`src/rtl/llfc_pkg.sv`:
```
// Shared types and constants for the link loss fallback controller.
// No dependencies; imported by every other file of the block except llfc_res_if.
package llfc_pkg;

    localparam int SEC_W   = 16;               // width of a seconds register
    localparam int MS_PER_S = 1000;
    localparam int MS_W    = 26;               // 65535 * 1000 fits in 26 bits
    localparam int TS_W    = 32;               // millisecond timestamp width
    localparam int IDX_W   = 3;                // config index, room for unused codes

    localparam logic [SEC_W-1:0] TIMEOUT_RST    = SEC_W'(300);
    localparam logic [SEC_W-1:0] CYCLE_ON_RST   = SEC_W'(600);
    localparam logic [SEC_W-1:0] CYCLE_OFF_RST  = SEC_W'(600);
    localparam logic [SEC_W-1:0] LOCAL_LIM_RST  = SEC_W'(3600);

    typedef enum logic [IDX_W-1:0] {
        CFG_TIMEOUT   = 3'd0,
        CFG_CYCLE_ON  = 3'd1,
        CFG_CYCLE_OFF = 3'd2,
        CFG_LOCAL_LIM = 3'd3
    } cfg_idx_t;

    typedef enum logic [1:0] {
        LVL_NORMAL = 2'd0,
        LVL_LOCAL  = 2'd1,
        LVL_FIXED  = 2'd2
    } level_t;

    typedef enum logic {
        OP_EVALUATE = 1'b0,
        OP_SERVER_MSG = 1'b1
    } opcode_t;

    // Limits already scaled to milliseconds
    typedef struct packed {
        logic [MS_W-1:0] timeout_ms;
        logic [MS_W-1:0] cycle_on_ms;
        logic [MS_W-1:0] cycle_off_ms;
        logic [MS_W-1:0] local_lim_ms;
    } cfg_ms_t;

    typedef struct packed {
        logic            opcode;
        logic [TS_W-1:0] now_ms;
        logic            link_up;
        logic            sensor_present;
    } item_t;

    typedef struct packed {
        logic [1:0] level;
        logic       in_fallback;
        logic       relay_on;
    } result_t;

    function automatic logic [MS_W-1:0] sec_to_ms(input logic [SEC_W-1:0] secs);
        return MS_W'(secs) * MS_W'(MS_PER_S);
    endfunction

endpackage

```
`src/rtl/llfc_core.sv`:
```
// Fallback state and per-event evaluation logic; state commits on step_en.
// Depends on llfc_pkg.
module llfc_core
    import llfc_pkg::*;
(
    input  logic    clk,
    input  logic    rst_n,
    input  logic    step_en,
    input  item_t   item,
    input  cfg_ms_t cfg_ms,
    output result_t result
);

    logic [TS_W-1:0] last_msg_reg,    last_msg_next;
    logic [TS_W-1:0] cycle_start_reg, cycle_start_next;
    level_t          level_reg,       level_next;
    logic            phase_on_reg,    phase_on_next;

    logic [TS_W-1:0] msg_elapsed;
    logic [TS_W-1:0] cyc_elapsed;
    logic [MS_W-1:0] phase_len;
    logic            timeout_hit;
    logic            local_hit;
    logic            phase_hit;

    assign msg_elapsed = item.now_ms - last_msg_reg;
    assign cyc_elapsed = item.now_ms - cycle_start_reg;
    assign phase_len   = phase_on_reg ? cfg_ms.cycle_on_ms : cfg_ms.cycle_off_ms;
    assign timeout_hit = msg_elapsed >= TS_W'(cfg_ms.timeout_ms);
    assign local_hit   = msg_elapsed >= TS_W'(cfg_ms.local_lim_ms);
    assign phase_hit   = cyc_elapsed >= TS_W'(phase_len);

    always_comb
    begin
        last_msg_next    = last_msg_reg;
        cycle_start_next = cycle_start_reg;
        level_next       = level_reg;
        phase_on_next    = phase_on_reg;
        priority if (item.opcode == OP_SERVER_MSG)
        begin
            last_msg_next = item.now_ms;
        end
        else if (item.link_up)
        begin
            if (level_reg != LVL_NORMAL)
            begin
                level_next    = LVL_NORMAL;
                last_msg_next = item.now_ms;
            end
        end
        else
        begin
            unique case (level_reg)
                LVL_NORMAL:
                begin
                    if (timeout_hit)
                    begin
                        if (item.sensor_present)
                        begin
                            level_next = LVL_LOCAL;
                        end
                        else
                        begin
                            level_next       = LVL_FIXED;
                            cycle_start_next = item.now_ms;
                            phase_on_next    = 1'b1;
                        end
                    end
                end
                LVL_LOCAL:
                begin
                    if (local_hit)
                    begin
                        level_next       = LVL_FIXED;
                        cycle_start_next = item.now_ms;
                        phase_on_next    = 1'b1;
                    end
                end
                default:   // fixed cycle, and the unused code treated likewise
                begin
                    if (phase_hit)
                    begin
                        phase_on_next    = ~phase_on_reg;
                        cycle_start_next = item.now_ms;
                    end
                end
            endcase
        end
    end

    always_comb
    begin
        result.level       = level_next;
        result.in_fallback = (level_next != LVL_NORMAL);
        result.relay_on    = (level_next == LVL_FIXED) && phase_on_next;
    end

    always_ff @(posedge clk or negedge rst_n)
    begin
        if (!rst_n)
        begin
            last_msg_reg    <= '0;
            cycle_start_reg <= '0;
            level_reg       <= LVL_NORMAL;
            phase_on_reg    <= 1'b0;
        end
        else if (step_en)
        begin
            last_msg_reg    <= last_msg_next;
            cycle_start_reg <= cycle_start_next;
            level_reg       <= level_next;
            phase_on_reg    <= phase_on_next;
        end
    end

endmodule

```
`config.mk`:
```
export PLATFORM = sky130hd
export DESIGN_NAME = llfc_core
export DESIGN_NICKNAME = d
export VERILOG_FILES = /design/src/rtl/llfc_pkg.sv /design/src/rtl/llfc_core.sv
export SDC_FILE = /design/constraint.sdc
export NUM_CORES = 1
export LEC_CHECK = 0
export ABC_AREA = 1
export BUFFER_PORTS_ARGS = -buffer_cell sky130_fd_sc_hd__buf_2
export CORE_ASPECT_RATIO = 1.75
export CORE_MARGIN = 2
export CORE_UTILIZATION = 59
export CTS_CLUSTER_SIZE = 12
export DETAILED_ROUTE_END_ITERATION = 12
export PLACE_DENSITY = 0.92
export SLEW_MARGIN = 20
export SYNTH_ARGS = -nofsm -noshare
export SYNTH_HDL_FRONTEND = slang
export SYNTH_SLANG_ARGS = --single-unit
```
`constraint.sdc`:
```
create_clock -name clk -period 5.8 [get_ports clk]
set_input_delay 1.16 -clock clk [delete_from_list [all_inputs] [get_ports clk]]
set_output_delay 1.16 -clock clk [all_outputs]
set_load 0.1 [all_outputs]
```
==> out/results.md <==
• 98.4 µm — Die X
• 6 — Pre-antenna DRT Iters
• 0 — number of maximum-capacitance violations
• 0.195 — post-synthesis share of cell area spent on full adders, half adders and majority gates
• 375 nW/µm² — total power per unit cell area
• 0 — grt total ovfl
• last_msg_reg[13] — Hold Crit Start
• 0.286 — fraction of the mapped netlist area in simple logic gates
• 9200 µm² — synthesized area
• 10900 µm² — post-route cell area
• 0.182 — proportion of synthesized chip area in sequential cells
• 26200 µm — Final Routed Wirelength
• output pin — Crit. End Element
• 0.0272 — mux contribution to synthesized area
• 0.174 GHz — top achievable clock speed
• 4.64 ns — required time of the worst setup path
• 5.41 — routed via count divided by cell count
• 9 — TritonCTS buffer count
• 1726 — Net Count, Synth
• 0.00951 ns — worst-case clock skew
• 6.38 µm² — mean instance size in the synthesized netlist
• 0 — antenna viol nets, final
• sky130_fd_sc_hd__clkbuf_16 — buffer cell driving the clock tree root
• 1236 — fill cell instance count of the final layout
• last_msg_reg[11] — worst reg2reg path startpoint
• sky130_fd_sc_hd__ha_1 — leading area contributor after synthesis
• cycle_start_reg[7] — endpoint of the most critical register-to-register path
• 0.34 ns — Worst-Skew Late Latency
• 18.2% — signed area change from the synthesized netlist to the final layout
• 744 — Iteration-0 DRC Markers
• 169 µm — Die Height
• 67 — register bit count reported by yosys
• 0.989 — portion of the clock cycle consumed by the worst path in the final layout
• 5.74 ns — final critical delay including setup and external delays
• 1773 — total instance count after detailed placement
• 1442 — synthesized instance count
• 0 — Max Transition Viols Final
• sky130_fd_sc_hd__ha_1, sky130_fd_sc_hd__nand2_1, sky130_fd_sc_hd__dfrtp_1, sky130_fd_sc_hd__inv_1, sky130_fd_sc_hd__a21oi_1 — top cells by area in the synthesized netlist
• 146 — number of primary I/O pins
• 0 — DRC violation count after routing
• in -> out — Worst Setup Path Type
• primary input — crit start category
• yes — CTS tree
• 0.134 — share of the synthesized area in compound gates (AO/OA/AOI/OAI)
• true — RSZ-0062 raised after global routing
• 40 — number of distinct library cells after synthesis
• 10300 µm² — Area after DPL
• 0 — Yosys warning count
• 0.190 — proportion of netlist area held by the largest area contributor
• finished clean — outcome
• 67 — number of clock sinks
• 0.859 ns — worst-margin pin slew
• 0 ns — setup TNS after final layout
• 68 — largest net degree at the start of global routing
• 145 — PortBufs
• 0.486 ns — post-route worst hold slack
• 0 — Hold Violations, Final
• 0.0476 — xor-xnor portion of the synthesized cell area
• 14.6 µm — average wire length per cell after detail routing
• 0 — cts hold-fix bufs
• 1.77 ns — flop-to-flop setup slack
• 22 — Reg2Reg Depth
• 16600 µm² — floorplan die area
• reg -> reg — Tightest Hold Check Type
• 6.36 nW — leakage power total
• 2 — maximum clock insertion buffer count
• 1884 — Total Nets Final
• 4.58 ns — worst endpoint data arrival time
• 0.427 — Worst slew margin
• 0.601 — initial core utilization
• simple AND/OR/NAND/NOR gates — combinational family with the most area after synthesis
• 3 — H-tree levels
• 0.958 — final weighted congestion of routability-driven global placement
• last_msg_reg[13] — WHS Endpoint
• 6620 µm² — combined area of the multi-input logic cells
• 0.189 mV — Max VDD drop
• 15300 µm² — core area
• 2 — number of antenna violations at the first check in global routing
• 0.710 — core utilization of the finished layout
• 9717 — via count of the first global-routing pass
• 20800 µm — DP Wirelength
• 2 — hold path cells
• 0.173 — share of cells above drive strength 1
• 9708 — detailed-route via count
• 0 — final setup violation count
• 0.306 — total global routing track utilization
• 42100 µm — wire length of the first global-routing pass
• 0.06 ns — clock slew at the register clock pins of the worst setup and hold paths
• 60 — number of rows in the core area
• 1680 µm² — register cell area after layout
• 3 — Max Fanout on Critical Path
• 1793 — filler-free cell count of the finished design
cells in the mapped netlist:
cell type,n
sky130_fd_sc_hd__nor3_1,19
sky130_fd_sc_hd__a211oi_1,4
sky130_fd_sc_hd__nand2b_1,1
sky130_fd_sc_hd__nor2_1,102
sky130_fd_sc_hd__nand2_1,461
sky130_fd_sc_hd__and2_1,2
sky130_fd_sc_hd__nand2_2,3
sky130_fd_sc_hd__o21ai_0,47
sky130_fd_sc_hd__nor4_2,1
sky130_fd_sc_hd__buf_1,1
sky130_fd_sc_hd__o21a_1,5
sky130_fd_sc_hd__nand3_1,42
sky130_fd_sc_hd__a21o_1,7
sky130_fd_sc_hd__buf_6,6
sky130_fd_sc_hd__mux2i_1,25
sky130_fd_sc_hd__nor2_2,7
sky130_fd_sc_hd__nand4_1,7
sky130_fd_sc_hd__o21bai_1,6
sky130_fd_sc_hd__nand3b_1,3
sky130_fd_sc_hd__a21oi_1,81
sky130_fd_sc_hd__xor2_1,32
sky130_fd_sc_hd__o21ai_2,28
sky130_fd_sc_hd__o31a_1,1
sky130_fd_sc_hd__a311oi_1,1
sky130_fd_sc_hd__o221a_2,1
sky130_fd_sc_hd__a31oi_1,10
sky130_fd_sc_hd__clkbuf_1,8
sky130_fd_sc_hd__inv_1,285
sky130_fd_sc_hd__a31o_2,4
sky130_fd_sc_hd__nand3_2,3
sky130_fd_sc_hd__ha_1,140
sky130_fd_sc_hd__xnor2_1,18
sky130_fd_sc_hd__fa_1,2
sky130_fd_sc_hd__dfrtp_1,67
sky130_fd_sc_hd__o211a_1,1
sky130_fd_sc_hd__inv_2,2
sky130_fd_sc_hd__and3_1,3
sky130_fd_sc_hd__o21ai_1,4
sky130_fd_sc_hd__o211ai_4,1
sky130_fd_sc_hd__a21boi_1,1
layout by cell type (no fill, tap or decap), types with 4 or more instances in the layout:
master / n
sky130_fd_sc_hd__xnor2_1: 16
sky130_fd_sc_hd__nand4_1: 7
sky130_fd_sc_hd__nand2_1: 443
sky130_fd_sc_hd__a21o_1: 7
sky130_fd_sc_hd__inv_1: 283
sky130_fd_sc_hd__nor2_1: 101
sky130_fd_sc_hd__a21oi_1: 79
sky130_fd_sc_hd__clkbuf_16: 9
sky130_fd_sc_hd__nor3_1: 17
sky130_fd_sc_hd__xor2_1: 28
sky130_fd_sc_hd__buf_2: 141
sky130_fd_sc_hd__o21bai_1: 6
sky130_fd_sc_hd__nand3_2: 7
sky130_fd_sc_hd__buf_4: 16
sky130_fd_sc_hd__buf_12: 5
sky130_fd_sc_hd__nand2_2: 19
sky130_fd_sc_hd__o21ai_0: 47
sky130_fd_sc_hd__o21a_1: 5
sky130_fd_sc_hd__mux2i_1: 25
sky130_fd_sc_hd__xor2_2: 4
sky130_fd_sc_hd__ha_1: 135
sky130_fd_sc_hd__dfrtp_1: 67
sky130_fd_sc_hd__nand3_1: 35
sky130_fd_sc_hd__inv_2: 4
sky130_fd_sc_hd__a31oi_1: 7
sky130_fd_sc_hd__o21ai_2: 28
sky130_fd_sc_hd__a211oi_1: 4
sky130_fd_sc_hd__a31o_2: 4
sky130_fd_sc_hd__nor2_2: 8
routing by layer:
layer,routed length [µm],vias up,GRT usage
met5,0,-,0
met4,1680,0,0.194
met3,1040,100,0.0255
met2,13700,358,0.577
met1,9790,4390,0.320
li1,-,4860,-
critical path, cell delays in order:
cell	delay, ns
sky130_fd_sc_hd__buf_2	0.10
sky130_fd_sc_hd__inv_2	0.05
sky130_fd_sc_hd__ha_2	0.17
sky130_fd_sc_hd__inv_2	0.05
sky130_fd_sc_hd__fa_2	0.39
sky130_fd_sc_hd__nand2_2	0.08
sky130_fd_sc_hd__nand3_2	0.09
sky130_fd_sc_hd__nand2_2	0.11
sky130_fd_sc_hd__nand2_2	0.06
sky130_fd_sc_hd__a311oi_2	0.31
sky130_fd_sc_hd__xor2_1	0.18
sky130_fd_sc_hd__inv_1	0.10
sky130_fd_sc_hd__ha_1	0.28
sky130_fd_sc_hd__nand2_1	0.06
sky130_fd_sc_hd__o21a_1	0.18
sky130_fd_sc_hd__o211a_1	0.21
sky130_fd_sc_hd__nand2_2	0.09
sky130_fd_sc_hd__nand2_2	0.09
sky130_fd_sc_hd__nand3_2	0.10
sky130_fd_sc_hd__nand2_2	0.06
sky130_fd_sc_hd__nand2_2	0.09
sky130_fd_sc_hd__nand2_4	0.07
sky130_fd_sc_hd__nand2_8	0.10
sky130_fd_sc_hd__nand3_4	0.07
sky130_fd_sc_hd__a21oi_4	0.14
sky130_fd_sc_hd__buf_12	0.19
stage by stage:
| step | power [mW] | worst slack [ns] |
|---|---|---|
| CTS | 3.95 | 0.0126 |
| floorplan | 2.63 | 0.0318 |
| finish | 4.07 | 0.0645 |
| global placement | 3.18 | 0.0962 |
| global route | 4.47 | -0.0943 |
| detailed placement | 3.30 | 0.0189 |
logic make-up after synthesis:
logic type,count (synthesis)
DFF,67
adders and majority gates,142
and+or+nand+nor,654
AOI/OAI and AO/OA,202
muxes,25
xor gates and xnor gates,50
buffers and inverters,302
cell type report:
type	instances	area share
diodes	2	0.000460
clock buffers	11	0.0232
clock inverters	5	0.00771
inverters	287	0.0991
multi-input cells	1073	0.609
flip-flops and latches	67	0.154
well taps	186	0.0214
repair buffers	162	0.0851
how the worst max path moves through the flow:
stage | startpoint | cells past startpoint | end
4_1_cts | item[2] | 24 | result[0]
5_1_grt | item[2] | 26 | result[0]
6_report | item[2] | 26 | result[0]
3_5_place_dp | item[2] | 24 | result[0]
2_1_floorplan | item[2] | 21 | result[1]
3_3_place_gp | item[2] | 24 | result[0]
power breakdown:
group,internal [mW],switching [mW]
clock,0.401,0.215
combinational,1.08,1.72
sequential,0.583,0.0747
total,2.07,2.01
repair_timing:
action | 4_1_cts | 5_1_grt
buffers inserted | 0 | 2
setup endpoints to repair | 0 | 4
gates resized for setup | 0 | 49
(Power assumes the default switching activity.)
