**config.mk**
```make
export PLATFORM = sky130hd
export DESIGN_NAME = llfc_cfg_regs
export DESIGN_NICKNAME = d
export VERILOG_FILES = /design/src/rtl/llfc_pkg.sv /design/src/rtl/llfc_cfg_regs.sv
export SDC_FILE = /design/constraint.sdc
export NUM_CORES = 1
export LEC_CHECK = 0
export ABC_CLOCK_PERIOD_IN_PS = 1300
export BUFFER_PORTS_ARGS = -buffer_cell sky130_fd_sc_hd__buf_2
export CAP_MARGIN = 20
export CORE_ASPECT_RATIO = 0.6
export CORE_MARGIN = 2
export CORE_UTILIZATION = 25
export DETAILED_ROUTE_END_ITERATION = 7
export HOLD_SLACK_MARGIN = 0.02
export SYNTH_ARGS = -nofsm -noshare
export SYNTH_HDL_FRONTEND = slang
export SYNTH_SLANG_ARGS = --single-unit
```
**constraint.sdc**
```tcl
create_clock -name clk -period 1.3 [get_ports clk]
set_clock_uncertainty 0.2 [all_clocks]
set_input_delay 0.26 -clock clk [delete_from_list [all_inputs] [get_ports clk]]
set_output_delay 0.26 -clock clk [all_outputs]
set_load 0.02 [all_outputs]
```
**src/rtl/llfc_pkg.sv**
```systemverilog
// Shared types and constants for the link loss fallback controller.
// No dependencies; imported by every other file of the block except llfc_res_if.
package llfc_pkg;

    localparam int SEC_W   = 16;               // width of a seconds register
    localparam int MS_PER_S = 1000;
    localparam int MS_W    = 26;               // 65535 * 1000 fits in 26 bits
    localparam int TS_W    = 32;               // millisecond timestamp width
    localparam int IDX_W   = 3;                // config index, room for unused codes

    localparam logic [SEC_W-1:0] TIMEOUT_RST    = SEC_W'(300);
    localparam logic [SEC_W-1:0] CYCLE_ON_RST   = SEC_W'(600);
    localparam logic [SEC_W-1:0] CYCLE_OFF_RST  = SEC_W'(600);
    localparam logic [SEC_W-1:0] LOCAL_LIM_RST  = SEC_W'(3600);

    typedef enum logic [IDX_W-1:0] {
        CFG_TIMEOUT   = 3'd0,
        CFG_CYCLE_ON  = 3'd1,
        CFG_CYCLE_OFF = 3'd2,
        CFG_LOCAL_LIM = 3'd3
    } cfg_idx_t;

    typedef enum logic [1:0] {
        LVL_NORMAL = 2'd0,
        LVL_LOCAL  = 2'd1,
        LVL_FIXED  = 2'd2
    } level_t;

    typedef enum logic {
        OP_EVALUATE = 1'b0,
        OP_SERVER_MSG = 1'b1
    } opcode_t;

    // Limits already scaled to milliseconds
    typedef struct packed {
        logic [MS_W-1:0] timeout_ms;
        logic [MS_W-1:0] cycle_on_ms;
        logic [MS_W-1:0] cycle_off_ms;
        logic [MS_W-1:0] local_lim_ms;
    } cfg_ms_t;

    typedef struct packed {
        logic            opcode;
        logic [TS_W-1:0] now_ms;
        logic            link_up;
        logic            sensor_present;
    } item_t;

    typedef struct packed {
        logic [1:0] level;
        logic       in_fallback;
        logic       relay_on;
    } result_t;

    function automatic logic [MS_W-1:0] sec_to_ms(input logic [SEC_W-1:0] secs);
        return MS_W'(secs) * MS_W'(MS_PER_S);
    endfunction

endpackage

```
**src/rtl/llfc_cfg_regs.sv**
```systemverilog
// Configuration registers, stored pre-scaled to milliseconds.
// Depends on llfc_pkg.
module llfc_cfg_regs
    import llfc_pkg::*;
(
    input  logic             clk,
    input  logic             rst_n,
    input  logic             cfg_we,
    input  logic [IDX_W-1:0] cfg_index,
    input  logic [SEC_W-1:0] cfg_wdata,
    output cfg_ms_t          cfg_ms
);

    cfg_ms_t cfg_reg;
    cfg_ms_t cfg_next;
    logic [MS_W-1:0] wdata_ms;

    assign wdata_ms = sec_to_ms(cfg_wdata);

    always_comb
    begin
        cfg_next = cfg_reg;
        if (cfg_we)
        begin
            unique case (cfg_idx_t'(cfg_index))
                CFG_TIMEOUT:   cfg_next.timeout_ms   = wdata_ms;
                CFG_CYCLE_ON:  cfg_next.cycle_on_ms  = wdata_ms;
                CFG_CYCLE_OFF: cfg_next.cycle_off_ms = wdata_ms;
                CFG_LOCAL_LIM: cfg_next.local_lim_ms = wdata_ms;
                default:       cfg_next = cfg_reg;   // unused index: dropped
            endcase
        end
    end

    always_ff @(posedge clk or negedge rst_n)
    begin
        if (!rst_n)
        begin
            cfg_reg.timeout_ms   <= sec_to_ms(TIMEOUT_RST);
            cfg_reg.cycle_on_ms  <= sec_to_ms(CYCLE_ON_RST);
            cfg_reg.cycle_off_ms <= sec_to_ms(CYCLE_OFF_RST);
            cfg_reg.local_lim_ms <= sec_to_ms(LOCAL_LIM_RST);
        end
        else
        begin
            cfg_reg <= cfg_next;
        end
    end

    assign cfg_ms = cfg_reg;

endmodule

```
==> metrics.yaml, run 1 <==
cts_inserted_buffers: 9
path_cells: "buf_8 -> clkinvlp_4 -> buf_4 -> fa_1 -> fa_1 -> fa_1 -> fa_1 -> inv_1 -> ha_4 -> and3_4 -> a221oi_4 -> buf_4 -> o211ai_4 -> a2111oi_4 -> o21ai_1"
yosys-top-cells-area: "dfrtp_1 20%, fa_1 15%, dfstp_2 13%, ha_1 9.4%, nand2_1 6.7%"
crit_type: "in2reg"
dr.pass1.iters: 5
cpPeakStageDelay_ps: 510
fin_nets: 1238
clock-sinks: 92
fin_crit_ps: 4102
start_util_pct: 25.55
reg2reg_depth: 4
period_share_pct: 315.6
drv_slew: 0
cpLargestDelayFamily: "adder cells"
cp_max_fo: 4
rows: 47
synthAdderAreaFrac_pct: 24.65
cts-root-buf: "clkbuf_16"
rsz0062_at_grt: "true"
drive_gt1_share_pct: 51.97
yosysWarnings: 0
drv_cap: 0
grt_pass1_wl_mm: 39.58
syn_to_final_growth_pct: 72.08
regToRegEndpoint: "cfg_ms[92]"
syn_area_per_cell_um2: 9.285
worstHoldEndpoint: "cfg_ms[82]"
ir_drop_v: 0.001719
gp_congestion: 0.8678
synthTopCellsByCount: "127 x nand2_1, 84 x inv_1, 57 x dfrtp_1"
netlist_instances: 762
clkTransAtPathRegs_ps: 80
synth_top_area_share_pct: 20.16
yosysMostFrequentCell: "nand2_1"
clk_latency_ps: 360
path_buf_inv: 5
seq_power_share_pct: 15.5
hold_viol_final: 0
largest_reg_flops: 92
fmax_ghz: 0.2438
crit_arrival_ps: 4120
r2r_setup_slack_ps: 20
clockBufferDepth: 2
power_mw: 35.16
grt_pass1_vias: 7098
synth-seq-cells: 92
violations: "setup timing"
switching_share_pct: 46.13
cts_tree: "built"
first_iter_violations: 508
critPathSlowestCell: "fa_1"
route.detailed.drc: 0
die_height_um: 134.3
switching_power_mw: 16.22
seq_area_frac_synth_pct: 33.16
fillCellCount: 2621
async_flop_share_pct: 100.0
grt_overflow: 0
synthSimpleGateAreaFrac_pct: 17.22
tightest_slew_ps: 523.8
power.internal_mw: 18.94
die_w_um: 221.2
fin_ws_ps: -2802
vias: 7022
cp-end-kind: "flop"
ios: 126
grt_antenna_before_repair: 0
synth_edf_count: 0
wl_per_cell_um: 17.08
dp_slack_ps: -3234
grtUsageTotal_pct: 16.93
antenna_cells: 0
p_leak_nw: 5.560
cp_data_required_time_ps: 1310
ys_types: 58
hold-path-cell-count: 4
dieArea_mm2: 0.02971
crit_path_start_kind: "input port"
synth_compound_area_share_pct: 15.31
r2r-start: "cfg_ms[92]"
relSlewSlack_pct: 64.93
cpMostUsedCell: "fa_1"
layout.cells.non_filler: 1481
via_per_inst: 4.741
synth_xor_area_share_pct: 1.362
hp-start: "cfg_wdata[1]"
status: "finished with violations"
wirelength_mm: 25.29
port_buffers: 113
setup_tns_ps: -193530
cts_htree_levels: 3
synthMuxAreaShare_pct: 0
synth.cell_area_mm2: 0.007076
power_density_mw_per_mm2: 2888
place_inst: 1372
power_frac_comb_pct: 76.4
dp_hpwl_mm: 18.21
fin_hold_ws_ps: 72.59
synth_top_family_by_area: "adder cells"
setup_viol: 180
synth_area_leader_cell: "dfrtp_1"
worstHoldPathType: "in2reg"
grt_start_max_net_pins: 32
clkPwrFrac_pct: 8.1
core_mm2: 0.02770
synthFlopType: "dfrtp_1"
antenna_left: 0
## cells by family (layout without fill, tap and decap cells)
family / Yosys count / count (layout)
flops: 92 / 92
other cells: 1 / 12
simple gates: 256 / 258
compound gates: 159 / 159
fa+ha+maj: 107 / 107
buf+inv: 136 / 475
xor+xnor: 11 / 11
## power by group through the flow
stage / clock, mW / sequential [mW] / combinational [mW]
CTS: 2.93 / 5.39 / 24.1
global route: 3.04 / 5.55 / 28.7
global placement: 0 / 5.15 / 20.1
detailed placement: 0 / 5.16 / 20.3
finish: 2.86 / 5.44 / 26.9
floorplan: 0 / 6.49 / 10.9
## final cells by class
class	count	area [µm²]	share of cell area, %
Clock buffer	9	225.2	1.850
Clock inverter	7	90.09	0.7399
Timing Repair Buffer	375	3551	29.16
Sequential cell	92	2347	19.28
Inverter	84	346.6	2.847
Tap cell	367	459.2	3.771
Multi-Input combinational cell	547	5156	42.35
## worst reg2reg max path: stages (launching register included)
cell      delay (ps)
dfrtp_1          400
buf_4            140
buf_4            130
a211oi_1         190
o211ai_1         110
## worst max path at each step
stage | start | endpoint | slack, ps | depth (start not counted)
detailed placement | cfg_wdata[3] | cfg_ms[72] | -3230 | 13
CTS | cfg_wdata[3] | cfg_ms[48] | -2760 | 14
global route | cfg_wdata[3] | cfg_ms[24] | -2930 | 15
floorplan | cfg_wdata[8] | cfg_ms[74] | -2870 | 13
finish | cfg_wdata[3] | cfg_ms[24] | -2800 | 15
global placement | cfg_wdata[3] | cfg_ms[72] | -3210 | 13
## repair_timing
action	CTS	global route
gates resized for setup	284	114
gates cloned	5	2
hold buffers	1	0
hold endpoints to repair	67	0
pin swaps	61	79
endpoints found under the setup margin	180	182
setup buffers	42	51
## layout by cell type (no fill, tap or decap), types with 8 or more instances in the layout
cell / netlist / routed
inv_2: 0 / 12
dfstp_2: 35 / 35
fa_1: 54 / 50
dfrtp_1: 57 / 56
nand3_2: 0 / 9
ha_4: 0 / 20
nor3_1: 12 / 11
a211oi_1: 9 / 8
o211ai_1: 9 / 9
o21ai_1: 4 / 28
nand4_1: 17 / 17
buf_4: 13 / 205
conb_1: 1 / 12
inv_1: 84 / 63
o21ai_0: 55 / 11
buf_8: 0 / 11
nand2_1: 127 / 112
nor2_1: 23 / 23
o2111ai_2: 0 / 8
o21ai_2: 0 / 18
nand3_1: 39 / 29
clkbuf_16: 0 / 9
ha_1: 53 / 32
buf_12: 0 / 9
a21oi_1: 25 / 15
nand2_2: 0 / 14
clkinvlp_4: 0 / 9
buf_6: 2 / 139
## stage by stage
step,area [µm²],util (%)
global placement,9699,35.02
floorplan,7647,-
global route,12180,43.96
detailed placement,9699,35.02
CTS,11400,41.15
finish,12180,43.96
## routing by layer
| metal | global-route usage (%) | vias up | share of wire (%) |
|---|---|---|---|
| li1 | - | 3329 | - |
| met1 | 24.61 | 3436 | 49 |
| met2 | 24.60 | 235 | 42 |
| met3 | 5.871 | 22 | 8.3 |
| met4 | 2.237 | 0 | 0.68 |
| met5 | 0 | - | 0 |
(Power assumes the default switching activity.)
==> inputs of run 2 (changes only) <==
Settings changed: RECOVER_POWER set to 25.
==> run 2 against run 1 <==
The flow still finishes with violations (setup timing); setup slack got worse by 2.7 ps; global-route usage is the same; flip-flop and latch count stayed put; via count decreased by 0.54%; fmax hardly changed; power is essentially flat; highest routed layer unchanged.
==> metrics.yaml, run 2 (synthesis results as in run 1) <==
switching_share_pct: 46.12  # was 46.13%
r2r_setup_slack_ps: 20  # about the same
grt_start_max_net_pins: 32  # unchanged
status: "finished with violations"  # unchanged
fin_area_mm2: 0.01216  # was 0.01218 mm²
seq_power_share_pct: 15.5  # about the same
path_cells: "buf_8 -> clkinvlp_4 -> buf_4 -> fa_1 -> fa_1 -> fa_1 -> fa_1 -> inv_1 -> ha_4 -> and3_4 -> a221oi_4 -> buf_4 -> o211ai_4 -> a2111oi_4 -> o21ai_1"  # unchanged
power_frac_comb_pct: 76.3  # was 76.4%
hold-path-cell-count: 4  # unchanged
vias: 6984  # was 7022
cts-root-buf: "clkbuf_16"  # unchanged
die_w_um: 221.2  # unchanged
core_mm2: 0.02770  # unchanged
cp_max_fo: 4  # unchanged
clk_latency_ps: 350  # was 360 ps
drv_cap: 0  # unchanged
dr.pass1.iters: 5  # unchanged
dp_slack_ps: -3234  # unchanged
setup_viol: 180  # unchanged
dieArea_mm2: 0.02971  # unchanged
antenna_cells: 0  # unchanged
met3_usage_pct: 5.871  # unchanged
critPathSlowestCell: "fa_1"  # unchanged
wirelength_mm: 25.24  # was 25.29 mm
first_iter_violations: 538  # was 508
drv_slew: 0  # unchanged
clkTransAtPathRegs_ps: 80  # about the same
ir_drop_v: 0.001723  # was 0.001719 V
rows: 47  # unchanged
tightest_slew_ps: 529.9  # was 523.8 ps
crit_arrival_ps: 4120  # about the same
worstHoldPathType: "in2reg"  # unchanged
start_util_pct: 25.55  # unchanged
p_leak_nw: 5.555  # was 5.560 nW
cpPeakStageDelay_ps: 510  # about the same
fmax_ghz: 0.2436  # was 0.2438 GHz
path_buf_inv: 5  # unchanged
place_inst: 1372  # unchanged
hold_viol_final: 0  # unchanged
postPlaceCellArea_mm2: 0.009699  # unchanged
crit_path_start_kind: "input port"  # unchanged
final_common_cell: "buf_4"  # unchanged
global_route.usage.met2_pct: 24.60  # unchanged
final_cell_mix: "203 x buf_4, 140 x buf_6, 112 x nand2_1"  # was 205 x buf_4, 139 x buf_6, 112 x nand2_1
grt_pass1_wl_mm: 39.58  # unchanged
fillCellCount: 2626  # was 2621
fin_nets: 1238  # unchanged
met1_usage_pct: 24.61  # unchanged
rsz0062_at_grt: "true"  # unchanged
wl_per_cell_um: 17.04  # was 17.08 µm
antenna_left: 0  # unchanged
port_buffers: 113  # unchanged
syn_to_final_growth_pct: 71.88  # was 72.08%
cpLargestDelayFamily: "adder cells"  # unchanged
cts_inserted_buffers: 9  # unchanged
power_density_mw_per_mm2: 2889  # was 2888 mW/mm²
crit_type: "in2reg"  # unchanged
fin_hold_ws_ps: 75.53  # was 72.59 ps
cp.depth: 15  # unchanged
layout.cells.non_filler: 1481  # unchanged
ios: 126  # unchanged
clkPwrFrac_pct: 8.2  # was 8.1%
fin_crit_ps: 4105  # was 4102 ps
grtUsageTotal_pct: 16.93  # unchanged
clock-sinks: 92  # unchanged
cp-end-kind: "flop"  # unchanged
cpMostUsedCell: "fa_1"  # unchanged
grt-busiest-layer: "met1"  # unchanged
dp_hpwl_mm: 18.21  # unchanged
grt_antenna_before_repair: 0  # unchanged
grt_pass1_vias: 7098  # unchanged
grt_overflow: 0  # unchanged
fin_ws_ps: -2805  # was -2802 ps
drive_gt1_share_pct: 51.97  # unchanged
fin_util_pct: 43.91  # was 43.96%
gp_congestion: 0.8678  # unchanged
cts_htree_levels: 3  # unchanged
cts_tree: "built"  # unchanged
relSlewSlack_pct: 64.52  # was 64.93%
largest_reg_flops: 92  # unchanged
die_height_um: 134.3  # unchanged
period_share_pct: 315.8  # was 315.6%
route.detailed.drc: 0  # unchanged
via_per_inst: 4.716  # was 4.741
violations: "setup timing"  # unchanged
cp_data_required_time_ps: 1310  # about the same
power.internal_mw: 18.94  # about the same
reg2reg_depth: 4  # unchanged
clockBufferDepth: 2  # unchanged
switching_power_mw: 16.21  # was 16.22 mW
## run 2: repair_timing
action | in CTS | in global routing
pin swaps | 61 | 79
gates resized for setup | 284 | 114
hold endpoints to repair | 67 | 0
hold buffers | 1 | 0
gates cloned | 5 | 2
endpoints found under the setup margin | 180 | 182
buffers inserted | 42 | 51
## run 2: power by group through the flow
stage / Clock (mW) / Sequential [mW] / Combinational [mW]
2_1_floorplan: 0 / 6.49 / 10.9
3_3_place_gp: 0 / 5.15 / 20.1
3_5_place_dp: 0 / 5.16 / 20.3
4_1_cts: 2.93 / 5.39 / 24.1
5_1_grt: 3.04 / 5.55 / 28.7
6_report: 2.88 / 5.44 / 26.8
## run 2: worst reg2reg max path, cell delays in order, from the launching register on
cell,delay [ps]
dfrtp_1,400
buf_4,140
buf_4,130
a211oi_1,190
o211ai_1,110
## run 2: metrics by stage
stage | setup TNS (ps) | power [mW]
after floorplan | -181880 | 17.43
after global placement | -218660 | 25.22
after detailed placement | -222240 | 25.43
after CTS | -190280 | 32.40
after global routing | -205040 | 37.30
final | -193850 | 35.14
## run 2: path summary, 6_finish.rpt
path,endpoint,startpoint
worst max-delay path,cfg_ms[24],cfg_wdata[3]
worst min-delay path,cfg_ms[82],cfg_wdata[1]
worst max register to register,cfg_ms[92],cfg_ms[92]
worst min register to register,cfg_ms[84],cfg_ms[84]
max in group asynchronous,cfg_ms[32],rst_n
min in group asynchronous,cfg_ms[41],rst_n
## run 2: final cells by class
class / instances / area, µm² / area share (%)
clock inverters: 7 / 90.09 / 0.7407
multi-input cells: 547 / 5156 / 42.40
repair buffers: 375 / 3537 / 29.08
clock buffers: 9 / 225.2 / 1.852
flip-flops and latches: 92 / 2347 / 19.30
inverters: 84 / 346.6 / 2.850
well taps: 367 / 459.2 / 3.776
## run 2: per-layer routing
layer | vias up | routed length, µm
met2 | 235 | 10690
li1 | 3317 | -
met4 | 0 | 143
met3 | 14 | 2157
met5 | - | 0
met1 | 3418 | 12250
==> inputs of run 3 (changes only) <==
Settings changed: MAX_ROUTING_LAYER set to met4, REMOVE_ABC_BUFFERS set to 1.
==> run 3 against run 2 <==
The run still ends with setup timing left; power is 0.35% lower; die area stayed put; count of clock-buffer cells in the layout is 4 higher; sequential share of layout area is 0.46 points higher; fmax is 0.61% higher; largest power group unchanged; setup slack better by 25 ps; worst hold slack better by 10 ps; clock power is 8.0% lower.
==> metrics.yaml, run 3 (synthesis results as in run 1) <==
status: "finished with violations"  # unchanged
violations: "setup timing"  # unchanged
largest_reg_flops: 92  # unchanged
antenna_left: 0  # unchanged
r2r-start: "cfg_ms[48]"  # was cfg_ms[92]
cpLargestDelayFamily: "adder cells"  # unchanged
fin_crit_ps: 4080  # was 4105 ps
clockBufferDepth: 2  # unchanged
grt_pass1_wl_mm: 38.27  # was 39.58 mm
wirelength_mm: 24.05  # was 25.24 mm
dp_slack_ps: -3340  # was -3234 ps
power_frac_comb_pct: 77.0  # was 76.3%
gp_congestion: 0.8910  # was 0.8678
drive_gt1_share_pct: 51.86  # was 51.97%
rsz0062_at_grt: "true"  # unchanged
cts_htree_levels: 3  # unchanged
drv_slew: 0  # unchanged
rows: 47  # unchanged
dieArea_mm2: 0.02971  # unchanged
core_mm2: 0.02770  # unchanged
critPathSlowestCell: "fa_1"  # unchanged
crit_arrival_ps: 4110  # was 4120 ps
final_cell_mix: "177 x buf_4, 135 x buf_6, 111 x nand2_1"  # was 203 x buf_4, 140 x buf_6, 112 x nand2_1
path_buf_inv: 4  # was 5
power.internal_mw: 18.99  # was 18.94 mW
switching_share_pct: 45.76  # was 46.12%
die_w_um: 221.2  # unchanged
first_iter_violations: 456  # was 538
setup_viol: 174  # was 180
path_cells: "buf_8 -> clkinvlp_4 -> fa_1 -> fa_1 -> fa_1 -> inv_1 -> fa_1 -> ha_4 -> nand4_1 -> buf_4 -> or3_4 -> o22ai_4 -> or4_1 -> nand3_1"  # was buf_8 -> clkinvlp_4 -> buf_4 -> fa_1 -> fa_1 -> fa_1 -> fa_1 -> inv_1 -> ha_4 -> and3_4 -> a221oi_4 -> buf_4 -> o211ai_4 -> a2111oi_4 -> o21ai_1
vias: 6901  # was 6984
reg2reg_depth: 4  # unchanged
hold-path-cell-count: 4  # unchanged
syn_to_final_growth_pct: 67.90  # was 71.88%
grt_antenna_before_repair: 0  # unchanged
crit_type: "in2reg"  # unchanged
fin_nets: 1202  # was 1238
cpMostUsedCell: "fa_1"  # unchanged
clock-sinks: 92  # unchanged
grt_overflow: 0  # unchanged
fmax_ghz: 0.2451  # was 0.2436 GHz
cp_max_fo: 7  # was 4
p_leak_nw: 5.429  # was 5.555 nW
cp_data_required_time_ps: 1330  # was 1310 ps
dr.pass1.iters: 5  # unchanged
grt_pass1_vias: 6893  # was 7098
port_buffers: 113  # unchanged
ir_drop_v: 0.001802  # was 0.001723 V
fin_area_mm2: 0.01188  # was 0.01216 mm²
top_layer_used: "met4"  # unchanged
final_common_cell: "buf_4"  # unchanged
postPlaceCellArea_mm2: 0.009204  # was 0.009699 mm²
wl_met3_mm: 1.704  # was 2.157 mm
r2r_setup_slack_ps: -20  # was 20 ps
worstHoldPathType: "in2reg"  # unchanged
cts_inserted_buffers: 9  # unchanged
cpPeakStageDelay_ps: 540  # was 510 ps
antenna_cells: 0  # unchanged
drv_cap: 0  # unchanged
cts_tree: "built"  # unchanged
wl_met1_mm: 11.82  # was 12.25 mm
regToRegEndpoint: "cfg_ms[48]"  # was cfg_ms[92]
ios: 126  # unchanged
wl_per_cell_um: 16.65  # was 17.04 µm
seq_power_share_pct: 15.4  # was 15.5%
cp-end-kind: "flop"  # unchanged
clk_latency_ps: 350  # about the same
met2_length_mm: 10.32  # was 10.69 mm
via_per_inst: 4.776  # was 4.716
hold_viol_final: 0  # unchanged
grtUsageTotal_pct: 16.76  # was 16.93%
fin_ws_ps: -2780  # was -2805 ps
clkPwrFrac_pct: 7.6  # was 8.2%
switching_power_mw: 16.02  # was 16.21 mW
cts-root-buf: "clkbuf_16"  # unchanged
hp-start: "cfg_wdata[1]"  # unchanged
dp_hpwl_mm: 17.76  # was 18.21 mm
power_density_mw_per_mm2: 2948  # was 2889 mW/mm²
clkTransAtPathRegs_ps: 70  # was 80 ps
crit_path_start_kind: "input port"  # unchanged
grt_start_max_net_pins: 32  # unchanged
period_share_pct: 313.8  # was 315.8%
die_height_um: 134.3  # unchanged
worstHoldEndpoint: "cfg_ms[82]"  # unchanged
start_util_pct: 25.55  # unchanged
route.detailed.drc: 0  # unchanged
-- run 3: changes by cell type in the layout (fill, tap and decap cells not counted), moves of 8 or more --
cell / before / now
nand3_1: 29 / 21
nand3_2: 9 / 17
buf_4: 203 / 177
o21ai_2: 18 / 31
-- run 3: what timing repair did --
action | CTS | global route
cloned | 1 | 3
resized for setup | 405 | 91
hold buffers | 1 | 0
setup buffers | 46 | 28
pin swaps | 97 | 51
setup endpoints to repair | 178 | 181
hold endpoints to repair | 69 | 0
-- run 3: power groups by stage --
| stage | Combinational (mW) | Sequential (mW) | Clock (mW) |
|---|---|---|---|
| after floorplan | 8.09 | 6.49 | 0 |
| after detailed placement | 18.0 | 5.12 | 0 |
| final | 27.0 | 5.40 | 2.65 |
| after global placement | 17.8 | 5.10 | 0 |
| after CTS | 24.8 | 5.36 | 2.72 |
| after global routing | 29.0 | 5.52 | 2.81 |
-- run 3: worst reg2reg max path, stage by stage (launching register included) --
cell	delay, ps
dfrtp_1	390
buf_4	140
buf_4	120
a221oi_2	230
nand3_1	110
-- run 3: stage by stage --
step                instances  total power [mW]  util [%]  hold WS [ps]  setup TNS [ps]
global route             1445             37.35     42.89         88.03         -197830
floorplan                 721             14.58         -        -235.6         -209510
global placement         1359             22.93     33.23        -70.86         -229580
CTS                      1417             32.88     40.80         92.04         -185810
detailed placement       1359             23.08     33.23        -67.90         -231490
finish                   1445             35.02     42.89         85.69         -187070
-- run 3: worst max-delay path by stage --
stage / endpoint / slack (ps) / cells past startpoint / start
detailed placement: cfg_ms[74] / -3340 / 18 / cfg_wdata[10]
floorplan: cfg_ms[74] / -3140 / 14 / cfg_wdata[9]
CTS: cfg_ms[48] / -2740 / 14 / cfg_wdata[6]
global placement: cfg_ms[48] / -3370 / 14 / cfg_wdata[6]
finish: cfg_ms[48] / -2780 / 14 / cfg_wdata[6]
global route: cfg_ms[48] / -2900 / 14 / cfg_wdata[6]
-- run 3: per-layer routing --
metal | up-vias | GRT usage (%)
met3 | 17 | 4.228
met5 | - | -
li1 | 3235 | -
met2 | 219 | 23.75
met1 | 3430 | 24.34
met4 | 0 | 2.424
-- run 3: area by class of cell --
type                    count  area [µm²]
clock buffers              13       271.5
clock inverters             3       18.77
fillers                  2596       15820
inverters                  84       336.6
multi-input cells         545        5196
flip-flops and latches     92        2347
well taps                 367       459.2
repair buffers            341        3251
